<file path="src/ptb_pkg.sv">
`timescale 1ns / 1ps
// ----------------------------------------------------------------------------
// ptb_pkg
// Shared types and codes for the periodic / timeout timer bank.
// ----------------------------------------------------------------------------
package ptb_pkg;

   // request kinds
   typedef enum logic [1:0] {
      KIND_TICK  = 2'd0,
      KIND_START = 2'd1,
      KIND_STOP  = 2'd2,
      KIND_CLEAR = 2'd3
   } kind_type;

   // configuration register indexes
   localparam logic REG_PERIODIC_IN_USE = 1'b0;
   localparam logic REG_TIMEOUT_IN_USE  = 1'b1;

   // width of the in-use registers
   localparam int USE_WIDTH = 4;

   // controller -> datapath commands
   typedef struct packed {
      logic capture;     // latch the accepted request
      logic execute;     // apply start / stop to the addressed slot
      logic scan_issue;  // read the next slot of the tick walk
      logic publish;     // load the response register
   } ctl_cmd_type;

   // datapath -> controller status
   typedef struct packed {
      logic is_tick;     // latched request is a tick
      logic scan_last;   // current read is the last slot
      logic rsp_busy;    // response register holds an untaken response
   } ctl_status_type;

endpackage

</file>
<file path="src/ptb_if.sv">
`timescale 1ns / 1ps
// ----------------------------------------------------------------------------
// ptb_req_if / ptb_rsp_if
// Valid/ready channels carrying timer-bank requests and responses.
// ----------------------------------------------------------------------------
interface ptb_req_if;
   logic        valid;
   logic        ready;
   logic [1:0]  kind;
   logic        bank;
   logic [2:0]  slot;
   logic [15:0] load_value;

   modport source (output valid, output kind, output bank, output slot,
                   output load_value, input ready);
   modport sink   (input valid, input kind, input bank, input slot,
                   input load_value, output ready);
endinterface

interface ptb_rsp_if;
   logic       valid;
   logic       ready;
   logic       slot_active;
   logic       slot_finished;
   logic [7:0] periodic_done_mask;
   logic [7:0] timeout_done_mask;

   modport source (output valid, output slot_active, output slot_finished,
                   output periodic_done_mask, output timeout_done_mask, input ready);
   modport sink   (input valid, input slot_active, input slot_finished,
                   input periodic_done_mask, input timeout_done_mask, output ready);
endinterface

</file>
<file path="src/ptb_ctrl.sv">
`timescale 1ns / 1ps
// ----------------------------------------------------------------------------
// ptb_ctrl
// Sequencer for the timer bank: takes a request, runs it, hands off result.
// ----------------------------------------------------------------------------
module ptb_ctrl
   import ptb_pkg::*;
(
   input  logic           clock,
   input  logic           reset,
   input  logic           req_valid,
   output logic           req_ready,
   output ctl_cmd_type    cmd,
   input  ctl_status_type status
);

   typedef enum logic [2:0] {
      ST_IDLE,
      ST_EXEC,
      ST_SCAN,
      ST_DRAIN,
      ST_FINISH
   } state_type;

   state_type state_ff;
   state_type state_in;

   // next state
   always_comb begin
      state_in = state_ff;
      case (state_ff)
         ST_IDLE: begin
            if (req_valid) state_in = ST_EXEC;
         end
         ST_EXEC: begin
            state_in = status.is_tick ? ST_SCAN : ST_FINISH;
         end
         ST_SCAN: begin
            if (status.scan_last) state_in = ST_DRAIN;
         end
         ST_DRAIN: begin
            state_in = ST_FINISH;
         end
         ST_FINISH: begin
            if (!status.rsp_busy) state_in = ST_IDLE;
         end
         default: begin
            state_in = ST_IDLE;
         end
      endcase
   end

   always_ff @(posedge clock) begin
      if (reset) begin
         state_ff <= ST_IDLE;
      end else begin
         state_ff <= state_in;
      end
   end

   // commands decoded from state
   assign req_ready          = (state_ff == ST_IDLE);
   assign cmd.capture        = (state_ff == ST_IDLE) && req_valid;
   assign cmd.execute        = (state_ff == ST_EXEC) && !status.is_tick;
   assign cmd.scan_issue     = (state_ff == ST_SCAN);
   assign cmd.publish        = (state_ff == ST_FINISH) && !status.rsp_busy;

endmodule

</file>
<file path="src/ptb_datapath.sv">
`timescale 1ns / 1ps
// ----------------------------------------------------------------------------
// ptb_datapath
// Slot storage, shared decrementer for the tick walk, and response register.
// ----------------------------------------------------------------------------
module ptb_datapath
   import ptb_pkg::*;
#(
   parameter int PERIODIC_SLOTS = 8,
   parameter int TIMEOUT_SLOTS  = 8,
   parameter int COUNT_WIDTH    = 16
) (
   input  logic                 clock,
   input  logic                 reset,
   input  ctl_cmd_type          cmd,
   output ctl_status_type       status,
   input  logic [1:0]           req_kind,
   input  logic                 req_bank,
   input  logic [2:0]           req_slot,
   input  logic [15:0]          req_load_value,
   input  logic [USE_WIDTH-1:0] periodic_in_use,
   input  logic [USE_WIDTH-1:0] timeout_in_use,
   input  logic                 rsp_ready,
   output logic                 rsp_valid,
   output logic                 rsp_slot_active,
   output logic                 rsp_slot_finished,
   output logic [7:0]           rsp_periodic_done_mask,
   output logic [7:0]           rsp_timeout_done_mask
);

   localparam int TOTAL = PERIODIC_SLOTS + TIMEOUT_SLOTS;
   localparam int IDXW  = $clog2(TOTAL);
   localparam int PW    = (PERIODIC_SLOTS > 1) ? $clog2(PERIODIC_SLOTS) : 1;
   localparam int CMPW  = 7;

   // latched request
   kind_type               kind_ff;
   logic                   bank_ff;
   logic [2:0]             slot_ff;
   logic [COUNT_WIDTH-1:0] load_ff;

   always_ff @(posedge clock) begin
      if (cmd.capture) begin
         kind_ff <= kind_type'(req_kind);
         bank_ff <= req_bank;
         slot_ff <= req_slot;
         load_ff <= COUNT_WIDTH'(req_load_value);
      end
   end

   // slot decode
   logic [CMPW-1:0]  bank_size;
   logic             slot_ok;
   logic [CMPW-1:0]  slot_k;
   logic [IDXW-1:0]  slot_idx;
   logic [PW-1:0]    slot_pidx;
   logic [CMPW-1:0]  slot_ext;
   logic [TOTAL-1:0] sel_vec;

   always_comb begin
      slot_ext  = CMPW'(slot_ff);
      bank_size = bank_ff ? CMPW'(TIMEOUT_SLOTS) : CMPW'(PERIODIC_SLOTS);
      slot_ok   = slot_ext < bank_size;
      slot_k    = (bank_ff ? CMPW'(PERIODIC_SLOTS) : CMPW'(0)) + slot_ext;
      slot_idx  = slot_k[IDXW-1:0];
      slot_pidx = slot_ext[PW-1:0];
      for (int i = 0; i < TOTAL; i++) begin
         sel_vec[i] = slot_ok && (slot_k == CMPW'(i));
      end
   end

   // tick walk pipeline: read one slot, update it the next cycle
   logic [IDXW-1:0] rd_idx_ff;
   logic [IDXW-1:0] upd_idx_ff;
   logic            upd_valid_ff;
   logic [PW-1:0]   per_raddr;

   assign per_raddr = (CMPW'(rd_idx_ff) < CMPW'(PERIODIC_SLOTS)) ? rd_idx_ff[PW-1:0] : '0;

   always_ff @(posedge clock) begin
      if (reset) begin
         upd_valid_ff <= 1'b0;
      end else begin
         upd_valid_ff <= cmd.scan_issue;
      end
   end

   always_ff @(posedge clock) begin
      if (cmd.capture) begin
         rd_idx_ff <= '0;
      end else if (cmd.scan_issue) begin
         rd_idx_ff <= rd_idx_ff + IDXW'(1);
      end
      if (cmd.scan_issue) begin
         upd_idx_ff <= rd_idx_ff;
      end
   end

   // count and period memories
   logic [COUNT_WIDTH-1:0] cnt_mem [TOTAL];
   logic [COUNT_WIDTH-1:0] per_mem [PERIODIC_SLOTS];
   logic [COUNT_WIDTH-1:0] cnt_rdata_ff;
   logic [COUNT_WIDTH-1:0] per_rdata_ff;

   logic                   cnt_we;
   logic [IDXW-1:0]        cnt_waddr;
   logic [COUNT_WIDTH-1:0] cnt_wdata;
   logic                   per_we;

   // slot flags
   logic [TOTAL-1:0] active_ff;
   logic [TOTAL-1:0] active_in;
   logic [TOTAL-1:0] finished_ff;
   logic [TOTAL-1:0] finished_in;
   logic [TOTAL-1:0] clr_vec;
   logic             do_clear;

   // decrement of the slot under update
   logic                   upd_is_per;
   logic                   upd_in_use;
   logic                   upd_go;
   logic [COUNT_WIDTH-1:0] dec;
   logic                   hit;
   logic                   do_start;

   always_comb begin
      upd_is_per = CMPW'(upd_idx_ff) < CMPW'(PERIODIC_SLOTS);
      if (upd_is_per) begin
         upd_in_use = CMPW'(upd_idx_ff) < CMPW'(periodic_in_use);
      end else begin
         upd_in_use = (CMPW'(upd_idx_ff) - CMPW'(PERIODIC_SLOTS)) < CMPW'(timeout_in_use);
      end
      upd_go   = upd_valid_ff && upd_in_use && active_ff[upd_idx_ff];
      dec      = cnt_rdata_ff - COUNT_WIDTH'(1);
      hit      = (dec == '0);
      do_start = cmd.execute && slot_ok && (kind_ff == KIND_START);
   end

   // memory write port: start wins, else tick update
   always_comb begin
      cnt_we    = 1'b0;
      cnt_waddr = upd_idx_ff;
      cnt_wdata = (hit && upd_is_per) ? per_rdata_ff : dec;
      if (do_start) begin
         cnt_we    = 1'b1;
         cnt_waddr = slot_idx;
         cnt_wdata = load_ff;
      end else if (upd_go) begin
         cnt_we = 1'b1;
      end
      per_we = do_start && !bank_ff;
   end

   always_ff @(posedge clock) begin
      if (cnt_we) begin
         cnt_mem[cnt_waddr] <= cnt_wdata;
      end
      if (per_we) begin
         per_mem[slot_pidx] <= load_ff;
      end
      if (cmd.scan_issue) begin
         cnt_rdata_ff <= cnt_mem[rd_idx_ff];
         per_rdata_ff <= per_mem[per_raddr];
      end
   end

   // flag next state
   always_comb begin
      do_clear    = cmd.publish && (kind_ff == KIND_CLEAR);
      clr_vec     = do_clear ? sel_vec : '0;
      active_in   = active_ff;
      finished_in = finished_ff;
      if (cmd.execute && (kind_ff == KIND_START)) begin
         active_in   = active_ff | sel_vec;
         finished_in = finished_ff & ~sel_vec;
      end else if (cmd.execute && (kind_ff == KIND_STOP)) begin
         active_in = active_ff & ~sel_vec;
      end
      if (upd_go && hit) begin
         finished_in[upd_idx_ff] = 1'b1;
         if (!upd_is_per) active_in[upd_idx_ff] = 1'b0;
      end
      finished_in = finished_in & ~clr_vec;
   end

   always_ff @(posedge clock) begin
      if (reset) begin
         active_ff   <= '0;
         finished_ff <= '0;
      end else begin
         active_ff   <= active_in;
         finished_ff <= finished_in;
      end
   end

   // response register
   logic [TOTAL-1:0] fin_after;
   logic [7:0]       pmask;
   logic [7:0]       tmask;

   always_comb begin
      fin_after = finished_ff & ~clr_vec;
      pmask     = '0;
      tmask     = '0;
      for (int i = 0; i < 8; i++) begin
         if (i < PERIODIC_SLOTS) pmask[i] = fin_after[i];
         if (i < TIMEOUT_SLOTS)  tmask[i] = fin_after[PERIODIC_SLOTS + i];
      end
   end

   logic rsp_valid_ff;

   always_ff @(posedge clock) begin
      if (reset) begin
         rsp_valid_ff <= 1'b0;
      end else if (cmd.publish) begin
         rsp_valid_ff <= 1'b1;
      end else if (rsp_ready) begin
         rsp_valid_ff <= 1'b0;
      end
   end

   always_ff @(posedge clock) begin
      if (cmd.publish) begin
         rsp_slot_active        <= |(active_ff & sel_vec);
         rsp_slot_finished      <= |(finished_ff & sel_vec);
         rsp_periodic_done_mask <= pmask;
         rsp_timeout_done_mask  <= tmask;
      end
   end

   assign rsp_valid        = rsp_valid_ff;
   assign status.is_tick   = (kind_ff == KIND_TICK);
   assign status.scan_last = (rd_idx_ff == IDXW'(TOTAL - 1));
   assign status.rsp_busy  = rsp_valid_ff && !rsp_ready;

endmodule

</file>
<file path="src/periodic_and_timeout_timer_bank_top.sv">
`timescale 1ns / 1ps
// ----------------------------------------------------------------------------
// periodic_and_timeout_timer_bank_top
// Bank of periodic and one-shot timeout timers with a shared decrementer.
// ----------------------------------------------------------------------------
// Usage:
//   req_bus carries one request per valid/ready handshake: a tick, a start,
//   a stop or a read-and-clear of one slot. Every request gives exactly one
//   response on rsp_bus with the addressed slot's flags and the done masks.
//   The csr_ port sets how many periodic and timeout slots a tick updates.
// Sequencing:
//   Start, stop and clear: the request is latched, executed, then its response is loaded.
//   Tick: the walk reads one slot per cycle through the single count memory
//   port, over all PERIODIC_SLOTS + TIMEOUT_SLOTS slots, finishes the last
//   update and then loads the response. One request is handled at a time;
//   req_bus.ready rises again in the cycle the response turns valid.
// Reset: clears all active and finished flags and the in-use registers;
//   counts and periods are unknown until a start writes them.
// Stall: a held response does not block the next request; that request's
//   response waits until rsp_bus.ready takes the held one.
// ----------------------------------------------------------------------------
module periodic_and_timeout_timer_bank_top
   import ptb_pkg::*;
#(
   parameter int PERIODIC_SLOTS = 8,
   parameter int TIMEOUT_SLOTS  = 8,
   parameter int COUNT_WIDTH    = 16
) (
   input  logic        clock,
   input  logic        reset,
   ptb_req_if.sink     req_bus,
   ptb_rsp_if.source   rsp_bus,
   input  logic        csr_psel,
   input  logic        csr_penable,
   input  logic        csr_pwrite,
   input  logic [2:0]  csr_paddr,
   input  logic [31:0] csr_pwdata,
   output logic [31:0] csr_prdata,
   output logic        csr_pready
);

   // configuration registers
   logic [USE_WIDTH-1:0] periodic_in_use_ff;
   logic [USE_WIDTH-1:0] timeout_in_use_ff;
   logic                 csr_write;
   logic                 csr_index;

   assign csr_pready = 1'b1;
   assign csr_write  = csr_psel && csr_penable && csr_pwrite;
   assign csr_index  = csr_paddr[2];

   always_ff @(posedge clock) begin
      if (reset) begin
         periodic_in_use_ff <= '0;
         timeout_in_use_ff  <= '0;
      end else if (csr_write) begin
         if (csr_index == REG_PERIODIC_IN_USE) begin
            periodic_in_use_ff <= csr_pwdata[USE_WIDTH-1:0];
         end else begin
            timeout_in_use_ff <= csr_pwdata[USE_WIDTH-1:0];
         end
      end
   end

   always_comb begin
      if (csr_index == REG_PERIODIC_IN_USE) begin
         csr_prdata = 32'(periodic_in_use_ff);
      end else begin
         csr_prdata = 32'(timeout_in_use_ff);
      end
   end

   // controller and datapath
   ctl_cmd_type    ctl_cmd;
   ctl_status_type ctl_status;
   logic           req_ready;

   assign req_bus.ready = req_ready;

   ptb_ctrl u_ctrl (
      .clock     (clock),
      .reset     (reset),
      .req_valid (req_bus.valid),
      .req_ready (req_ready),
      .cmd       (ctl_cmd),
      .status    (ctl_status)
   );

   ptb_datapath #(
      .PERIODIC_SLOTS (PERIODIC_SLOTS),
      .TIMEOUT_SLOTS  (TIMEOUT_SLOTS),
      .COUNT_WIDTH    (COUNT_WIDTH)
   ) u_datapath (
      .clock                  (clock),
      .reset                  (reset),
      .cmd                    (ctl_cmd),
      .status                 (ctl_status),
      .req_kind               (req_bus.kind),
      .req_bank               (req_bus.bank),
      .req_slot               (req_bus.slot),
      .req_load_value         (req_bus.load_value),
      .periodic_in_use        (periodic_in_use_ff),
      .timeout_in_use         (timeout_in_use_ff),
      .rsp_ready              (rsp_bus.ready),
      .rsp_valid              (rsp_bus.valid),
      .rsp_slot_active        (rsp_bus.slot_active),
      .rsp_slot_finished      (rsp_bus.slot_finished),
      .rsp_periodic_done_mask (rsp_bus.periodic_done_mask),
      .rsp_timeout_done_mask  (rsp_bus.timeout_done_mask)
   );

   // one request in flight at a time
   assert property (@(posedge clock) disable iff (reset)
      (req_bus.valid && req_ready) |=> !req_ready)
      else $error("request accepted while previous one in flight");

   // a response is never loaded over one still waiting
   assert property (@(posedge clock) disable iff (reset)
      ctl_cmd.publish |-> !(rsp_bus.valid && !rsp_bus.ready))
      else $error("response overwritten before being taken");

   // tick walk does not overlap start/stop or response loading
   assert property (@(posedge clock) disable iff (reset)
      ctl_cmd.scan_issue |-> (!ctl_cmd.publish && !ctl_cmd.execute && !req_ready))
      else $error("tick walk overlaps other work");

   // ready returns in the cycle after a response is published
   assert property (@(posedge clock) disable iff (reset)
      ctl_cmd.publish |=> req_ready)
      else $error("controller did not return to idle after response");

endmodule

</file>
<file path="src/flat_wrapper.sv">
// flat-port wrapper written by rule: the top's interface ports become plain ports
module periodic_and_timeout_timer_bank_top_flat import ptb_pkg::*;
#(
   parameter int PERIODIC_SLOTS = 8,
   parameter int TIMEOUT_SLOTS  = 8,
   parameter int COUNT_WIDTH    = 16
)
  (clock, reset, csr_psel, csr_penable, csr_pwrite, csr_paddr, csr_pwdata, csr_prdata, csr_pready, req_bus_valid, req_bus_kind, req_bus_bank, req_bus_slot, req_bus_load_value, req_bus_ready, rsp_bus_valid, rsp_bus_slot_active, rsp_bus_slot_finished, rsp_bus_periodic_done_mask, rsp_bus_timeout_done_mask, rsp_bus_ready);
  ptb_req_if req_bus_i ();
  ptb_rsp_if rsp_bus_i ();
  input  logic clock;
  input  logic reset;
  input  logic csr_psel;
  input  logic csr_penable;
  input  logic csr_pwrite;
  input  logic [2:0] csr_paddr;
  input  logic [31:0] csr_pwdata;
  output logic [31:0] csr_prdata;
  output logic csr_pready;
  input wire logic [$bits(req_bus_i.valid)-1:0] req_bus_valid;
  input wire logic [$bits(req_bus_i.kind)-1:0] req_bus_kind;
  input wire logic [$bits(req_bus_i.bank)-1:0] req_bus_bank;
  input wire logic [$bits(req_bus_i.slot)-1:0] req_bus_slot;
  input wire logic [$bits(req_bus_i.load_value)-1:0] req_bus_load_value;
  output wire logic [$bits(req_bus_i.ready)-1:0] req_bus_ready;
  output wire logic [$bits(rsp_bus_i.valid)-1:0] rsp_bus_valid;
  output wire logic [$bits(rsp_bus_i.slot_active)-1:0] rsp_bus_slot_active;
  output wire logic [$bits(rsp_bus_i.slot_finished)-1:0] rsp_bus_slot_finished;
  output wire logic [$bits(rsp_bus_i.periodic_done_mask)-1:0] rsp_bus_periodic_done_mask;
  output wire logic [$bits(rsp_bus_i.timeout_done_mask)-1:0] rsp_bus_timeout_done_mask;
  input wire logic [$bits(rsp_bus_i.ready)-1:0] rsp_bus_ready;
  assign req_bus_i.valid = req_bus_valid;
  assign req_bus_i.kind = req_bus_kind;
  assign req_bus_i.bank = req_bus_bank;
  assign req_bus_i.slot = req_bus_slot;
  assign req_bus_i.load_value = req_bus_load_value;
  assign req_bus_ready = req_bus_i.ready;
  assign rsp_bus_valid = rsp_bus_i.valid;
  assign rsp_bus_slot_active = rsp_bus_i.slot_active;
  assign rsp_bus_slot_finished = rsp_bus_i.slot_finished;
  assign rsp_bus_periodic_done_mask = rsp_bus_i.periodic_done_mask;
  assign rsp_bus_timeout_done_mask = rsp_bus_i.timeout_done_mask;
  assign rsp_bus_i.ready = rsp_bus_ready;
  periodic_and_timeout_timer_bank_top #(.PERIODIC_SLOTS(PERIODIC_SLOTS), .TIMEOUT_SLOTS(TIMEOUT_SLOTS), .COUNT_WIDTH(COUNT_WIDTH)) u_core (.clock(clock), .reset(reset), .req_bus(req_bus_i), .rsp_bus(rsp_bus_i), .csr_psel(csr_psel), .csr_penable(csr_penable), .csr_pwrite(csr_pwrite), .csr_paddr(csr_paddr), .csr_pwdata(csr_pwdata), .csr_prdata(csr_prdata), .csr_pready(csr_pready));
endmodule
</file>
<file path="config.mk">
export PLATFORM = sky130hd
export DESIGN_NAME = periodic_and_timeout_timer_bank_top_flat
export DESIGN_NICKNAME = d
export VERILOG_FILES = /design/src/ptb_pkg.sv /design/src/ptb_if.sv /design/src/ptb_ctrl.sv /design/src/ptb_datapath.sv /design/src/periodic_and_timeout_timer_bank_top.sv /design/src/flat_wrapper.sv
export SDC_FILE = /design/constraint.sdc
export NUM_CORES = 1
export LEC_CHECK = 0
export BUFFER_PORTS_ARGS = -buffer_cell sky130_fd_sc_hd__clkbuf_2
export CAP_MARGIN = 20
export CORE_ASPECT_RATIO = 2
export CORE_MARGIN = 2
export CORE_UTILIZATION = 55
export DETAILED_ROUTE_END_ITERATION = 10
export GPL_TIMING_DRIVEN = 0
export PLACE_DENSITY_LB_ADDON = 0.2
export SETUP_SLACK_MARGIN = 0.5
export SYNTH_ARGS = -nofsm -noshare
export SYNTH_HDL_FRONTEND = slang
export SYNTH_SLANG_ARGS = --single-unit
export TNS_END_PERCENT = 20
</file>
<file path="constraint.sdc">
create_clock -name clock -period 4.3 [get_ports clock]
set_input_delay 0.43 -clock clock [delete_from_list [all_inputs] [get_ports clock]]
set_output_delay 0.43 -clock clock [all_outputs]
set_load 0.02 [all_outputs]
</file>
[After elaboration in Yosys (flattened, before gate mapping)]
Memories as Yosys holds them, arrays and structs flattened. A register that Yosys moved wholly into a read port is not among the register bits.
Cells that the tools add are included.
Word-level totals
  bits in registers: 93
  memory bits (writable): 384
  input port bits: 64
  logic and storage cells: 147
  memories: 2
Cells by class
  add/subtract/negate cells: 4
  order comparisons: 7
  eq/ne operators: 26
  multiplexer cells: 31
  bitwise logic cells: 13
  reduce and logical (&&, ||, !) cells: 47
Memory list
  u_core.u_datapath.cnt_mem: depth 16, bits a word 16, rd ports 1, clocked after Yosys merged registers in 1, write ports 1, line ptb_datapath.sv:100  | logic [COUNT_WIDTH-1:0] cnt_mem [TOTAL];
  u_core.u_datapath.per_mem: depth 8, bits a word 16, rd ports 1, clocked after Yosys merged registers in 1, write ports 1, line ptb_datapath.sv:101  | logic [COUNT_WIDTH-1:0] per_mem [PERIODIC_SLOTS];
Operators with widths (count)
  two-way mux 16 bit: 9
  AND 16 bit: 7
  NOT 16 bit: 3
  equality test 5 x 4 -> 1 bit (second input constant): 8
  logical AND 1 bit: 33
  bitwise OR 16 bit: 2
  OR reduction 16 bit: 2
  equality test 5 x 3 -> 1 bit (second input constant): 4
  zero test 16 bit: 1
  subtractor 16 x 1 -> 16 bit (second input constant): 1
  two-way mux 3 bit: 5
  case mux 3 bit (5 select lines): 1
  two-way mux 4 bit: 3
  two-way mux 1 bit: 11
  equality test 5 x 2 -> 1 bit (second input constant): 2
  < comparator 4 bit (second input constant): 2
  zero test 7 bit: 1
  < comparator 7 x 4 -> 1 bit: 1
  equality test 3 x 2 -> 1 bit (second input constant): 2
  adder 4 x 3 -> 5 bit: 1
  equality test 5 x 1 -> 1 bit (second input constant): 1
  < comparator 4 x 5 -> 1 bit (second input constant): 1
  subtractor 4 x 4 -> 5 bit (second input constant): 1
  adder 4 x 1 -> 4 bit (second input constant): 1
  other kinds (19): 25

[Longest topological paths before layout]
  depth after elaboration: 11
  gate-level depth with buffers: 13

[Cells and area by module]
From an unflattened synthesis, not the netlist that was laid out.
Unflattened totals
  cell total of the unflattened synthesis: 1242
  area, all modules: 21176.6 um^2
By module, submodules not included
  ptb_datapath: times used 1, cells each 1156, area an instance 20364.5 um^2
  periodic_and_timeout_timer_bank_top: times used 1, cells each 67, area an instance 610.6 um^2
  ptb_ctrl: times used 1, cells each 19, area an instance 201.4 um^2

[Least setup slack after synthesis]
No wires, ideal clock.
  path kind: register to register
  start: register u_core.u_datapath.cnt_rdata_ff[0] (read register of u_core.u_datapath.cnt_mem)
  end: memory u_core.u_datapath.cnt_mem[0][4] (data pin)
  setup time: 340 ps
  arrival time: 3130 ps
  data required time: 3960 ps
  setup slack: 830 ps
  stages on the path, launching flop included: 14
  buffers on the path: 4
  cells stage by stage: edfxtp_1 > inv_1 > ha_1 > buf_4 > or4b_4 > buf_6 > nor2_4 > and3_1 > o2111ai_1 > nor3_1 > buf_2 > buf_4 > nor2_1 > a211oi_1
Between the ends
  word-level cells in the longest chain between the ends: 5
Ends and longest elaborated chain
  from (decl): line ptb_datapath.sv:102  | logic [COUNT_WIDTH-1:0] cnt_rdata_ff;
  subtractor 16 x 1 -> 16 bit *: line ptb_datapath.sv:134  | dec = cnt_rdata_ff - COUNT_WIDTH'(1);
  zero test 16 bit: line ptb_datapath.sv:135  | hit = (dec == '0);
  logical AND 1 bit: line ptb_datapath.sv:143  | cnt_wdata = (hit && upd_is_per) ? per_rdata_ff : dec;
  two-way mux 16 bit *: line ptb_datapath.sv:143
  two-way mux 16 bit *: line ptb_datapath.sv:144  | if (do_start) begin
  named net u_core.u_datapath.cnt_wdata[4]: line ptb_datapath.sv:107  | logic [COUNT_WIDTH-1:0] cnt_wdata;
  to (decl): line ptb_datapath.sv:100
The timed path passes the listed nets; every way through them passes the cells marked *.

[Worst setup path in the final report]
  start: register u_core.u_datapath.cnt_rdata_ff[0] (read register of u_core.u_datapath.cnt_mem)
  end: memory u_core.u_datapath.cnt_mem[11][9] (data pin)
The elaborated chain is that of the path after synthesis.

==> metrics.md <==
| Metric | Value |
|---|---|
| Layout Nets | 1542 |
| Die area | about 40000 um^2 |
| Synth top area cells | edfxtp_1 (66%), mux4_2 (10%), dfxtp_1 (4.7%) |
| Clock root cell | clkbuf_16 |
| Clock Path Buffers | 3 |
| # setup viols final | 0 |
| Largest net degree at the start of global routing | 41 |
| Mapped Avg Cell Area | 16.2 um^2 |
| Finished Layout Cells | between 1500 and 2000 |
| Req. time, crit path | 4550 ps |
| GR Util All Layers | 26.7% |
| Fill cells | 2670 |
| # IOs | 117 |
| Yosys warnings | 0 |
| Post-Route Setup TNS | 0 ps |
| Synth cell types | 65 |
| Dpl cells | around 1900 |
| Crit path kind | flop to flop |
| Clock power share | 40.5% |
| Core Region | 37900 um^2 |
| Share of cells above drive strength 1 | between 20% and 30% |
| Critical path cell sequence | inv_1, ha_1, buf_4, or4b_4, buf_6, nor2_4, and3_1, o2111ai_1, nor3_1, buf_2, buf_4, nand2_1, a31oi_2 |
| DR iter-0 viols | 1105 |
| Combinational share of power | 4.8% |
| Crit path DAT | ~4000 ps |
| DR DRC count | 0 |
| Critical Path Fanout Max | 16 |
| HP Class | primary input to flop |
| Top cell type's share of synthesized area | 65.6% |
| FF+latch count, synth | just over 500 |
| DR vias | 12200 |
| Final Critical Period | 3770 ps |
| Async S/R FF share, synth | 0% |
| Yosys top cell by area | edfxtp_1 |
| Leakage | 7.85 nW |
| Cells after synthesis | 1300 |
| Clock Latency Late Sink | 570 ps |
| Ant diodes | 0 |
| Reg-to-reg setup timing slack | 530 ps |
| Commonest non-fill, non-tap cell in the layout | edfxtp_1 |
| Critical Path Max Stage Delay | a little under 700 ps |
| Seq/Total Area, Yosys | between 70 and 80% |
| Ys flop type | edfxtp_1 |
| Die Y | roughly 280 um |
| Num CTS Buffers | 43 |
| Slew Limit Headroom | 35.3% |
| Initial antenna violation count | 0 |
| Critical path capture point type | flop |
| RSZ-0062 raised after global routing | yes |
| Starting density of the core | 55.5% |
| Num rows | 101 |
| Commonest non-fill, non-tap cells in the layout | edfxtp_1 (460), mux4_2 (98), o21ai_0 (88) |
| Vias/cell | ~6.2 |
| Top cell by count, worst path | buf_4 |
| Fin area | ~24000 um^2 |
| Crit-path slowest cell | a31oi_2 |
| Gpl congestion | between 0.9 and 1 |
| Switch Pwr | 2.15 mW |
| Maxcap violations | 0 |
| Status | finished, final reports clean |
| Total congestion overflow | 0 |
| Placed Area | approximately 22000 um^2 |
| Port Buffers | 56 |
| Internal power | 7.88 mW |
| Largest vdd supply drop | a little under 0.0003 V |
| Post-CTS Setup Repair Bufs | 0 |
| Clk sink count | 509 |
| Vias in the first global route | between 10000 and 15000 |
| Post-DP HPWL | 36.9 mm |
| Slew @ Worst Pin | between 900 and 1000 ps |
| Post-synth EDFFs | 460 |
| Type of origin of the critical path | flop |
| Wirelength per Cell | 26.6 um |
| Power Dens Cells | between 400 and 500 nW/um^2 |
| Sequential share of power | 54.7% |
| Skew final | about 21 ps |
| Switching share of total power | 21.4% |
| Antenna Nets Post-Route | 0 |
| Hold slack final | 33.4 ps |
| Tot Pwr | 10.0 mW |
| H-tree depth | 2 |
| Pre-antenna DRT Iters | 5 |
| CTS tree | yes |
| Fmax | 0.265 GHz |
| Tcrit/Tclk final | between 80% and 90% |
| Clock Pin Slew Worst Setup and Hold Paths | roughly 70 ps |
| Area Growth Syn to Fin | 14.5% |
| Global-route wire length before repair | 77.7 mm |
| Synth Cell Area | 21000 um^2 |
| Chip width | 142 um |
| Final Max Slew Viols | 0 |
| Final hold violation count | 0 |
| WL final | roughly 52 mm |
==> cell usage after synthesis (3+ instances only) <==
cell type	n
or2_2	3
a21boi_0	3
nor2b_1	26
o21a_1	9
nor3b_1	4
nand2_1	71
buf_4	31
xor2_1	10
nand4_1	7
o21ai_0	100
nand2b_1	13
nand3_1	21
dfxtp_1	49
mux2i_1	34
a21o_1	6
mux2_2	4
nand3b_1	4
a31oi_1	4
nor3_1	25
and3_1	4
edfxtp_1	460
a221oi_1	7
a22oi_1	4
o211ai_1	3
and2_1	7
a21oi_1	42
a211oi_1	10
buf_6	4
nor2_1	64
o31a_1	9
buf_1	11
xnor2_1	6
ha_1	8
buf_2	4
clkbuf_1	59
inv_1	20
o22a_1	12
mux4_2	98
nor4_1	9
==> power groups by stage <==
stage	Clock, mW	Combinational (mW)	Sequential [mW]
after floorplan	0	0.306	5.58
after CTS	4.11	0.470	5.48
after detailed placement	0	0.467	5.59
final	4.06	0.482	5.48
after global routing	4.28	0.517	5.49
after global placement	0	0.445	5.59
==> stage by stage <==
stage | util, % | setup slack, ps
global placement | 58.1 | -1110
detailed placement | 59.3 | 136
global route | 63.6 | 286
floorplan | - | 830
CTS | 63.2 | 310
finish | 63.6 | 530
==> metal layers <==
metal / vias to the layer above / GRT usage, % / wire length, um
li1: 5383 / - / -
met1: 6231 / 29.6 / 17900
met2: 462 / 50.9 / 29500
met3: 136 / 2.69 / 2320
met4: 0 / 12.1 / 2630
met5: - / 0 / 0
==> kinds of logic (layout without fill, tap and decap cells) <==
logic type,after synthesis,after routing,synth area share [%]
xor+xnor,16,16,0.666
simple gates,270,270,6.34
other cells,2,29,0.0357
compound gates,230,230,6.85
buf+inv,129,307,3.02
flops,509,509,70.3
mux,136,136,12.3
fa+ha+maj,8,8,0.476
==> worst paths after layout <==
check / from / cells after the start / endpoint
worst max register to register: u_core.u_datapath.cnt_rdata_ff[0] / 13 / u_core.u_datapath.cnt_mem[11][9]
worst min-delay path: req_bus_slot[2] / 1 / u_core.u_datapath.slot_ff[2]
worst max-delay path: u_core.u_datapath.cnt_rdata_ff[0] / 13 / u_core.u_datapath.cnt_mem[11][9]
worst min register to register: u_core.u_datapath.rd_idx_ff[2] / 0 / u_core.u_datapath.upd_idx_ff[2]
==> registers in the layout, indices dropped and copies added (netlist names), 2 cells and up <==
signal / flops
u_core.periodic_in_use_ff: 4
u_core.timeout_in_use_ff: 4
u_core.u_ctrl.state_ff: 3
u_core.u_datapath.active_ff: 16
u_core.u_datapath.cnt_mem: 256
u_core.u_datapath.cnt_rdata_ff: 16
u_core.u_datapath.finished_ff: 16
u_core.u_datapath.kind_ff: 2
u_core.u_datapath.load_ff: 16
u_core.u_datapath.per_mem: 128
u_core.u_datapath.per_rdata_ff: 16
u_core.u_datapath.rd_idx_ff: 4
u_core.u_datapath.rsp_periodic_done_mask: 8
u_core.u_datapath.rsp_timeout_done_mask: 8
u_core.u_datapath.slot_ff: 3
u_core.u_datapath.upd_idx_ff: 4
==> worst max-delay path, delay by kind of cell (launching register included) <==
kind | cells | cell delay [ps]
buf+inv | 5 | 1000
compound gates | 2 | 820
fa+ha+maj | 1 | 150
simple gates | 5 | 1000
flops | 1 | 480
==> cell type report <==
cell class              count  area, um^2  share of cell area [%]
flip-flops and latches    509       14800                    61.4
inverters                  20        75.1                   0.312
clock buffers              49        1150                    4.78
well taps                 463         579                    2.40
multi-input cells         689        5820                    24.1
clock inverters            31         330                    1.37
repair buffers             98         787                    3.27
plain buffers             109         562                    2.33
==> timing repair <==
item | CTS | global route
gates resized for setup | 2 | 7
endpoints found under the setup margin | 88 | 168
cloned | 0 | 0
hold buffers | 0 | 0
(Power assumes the default switching activity.)
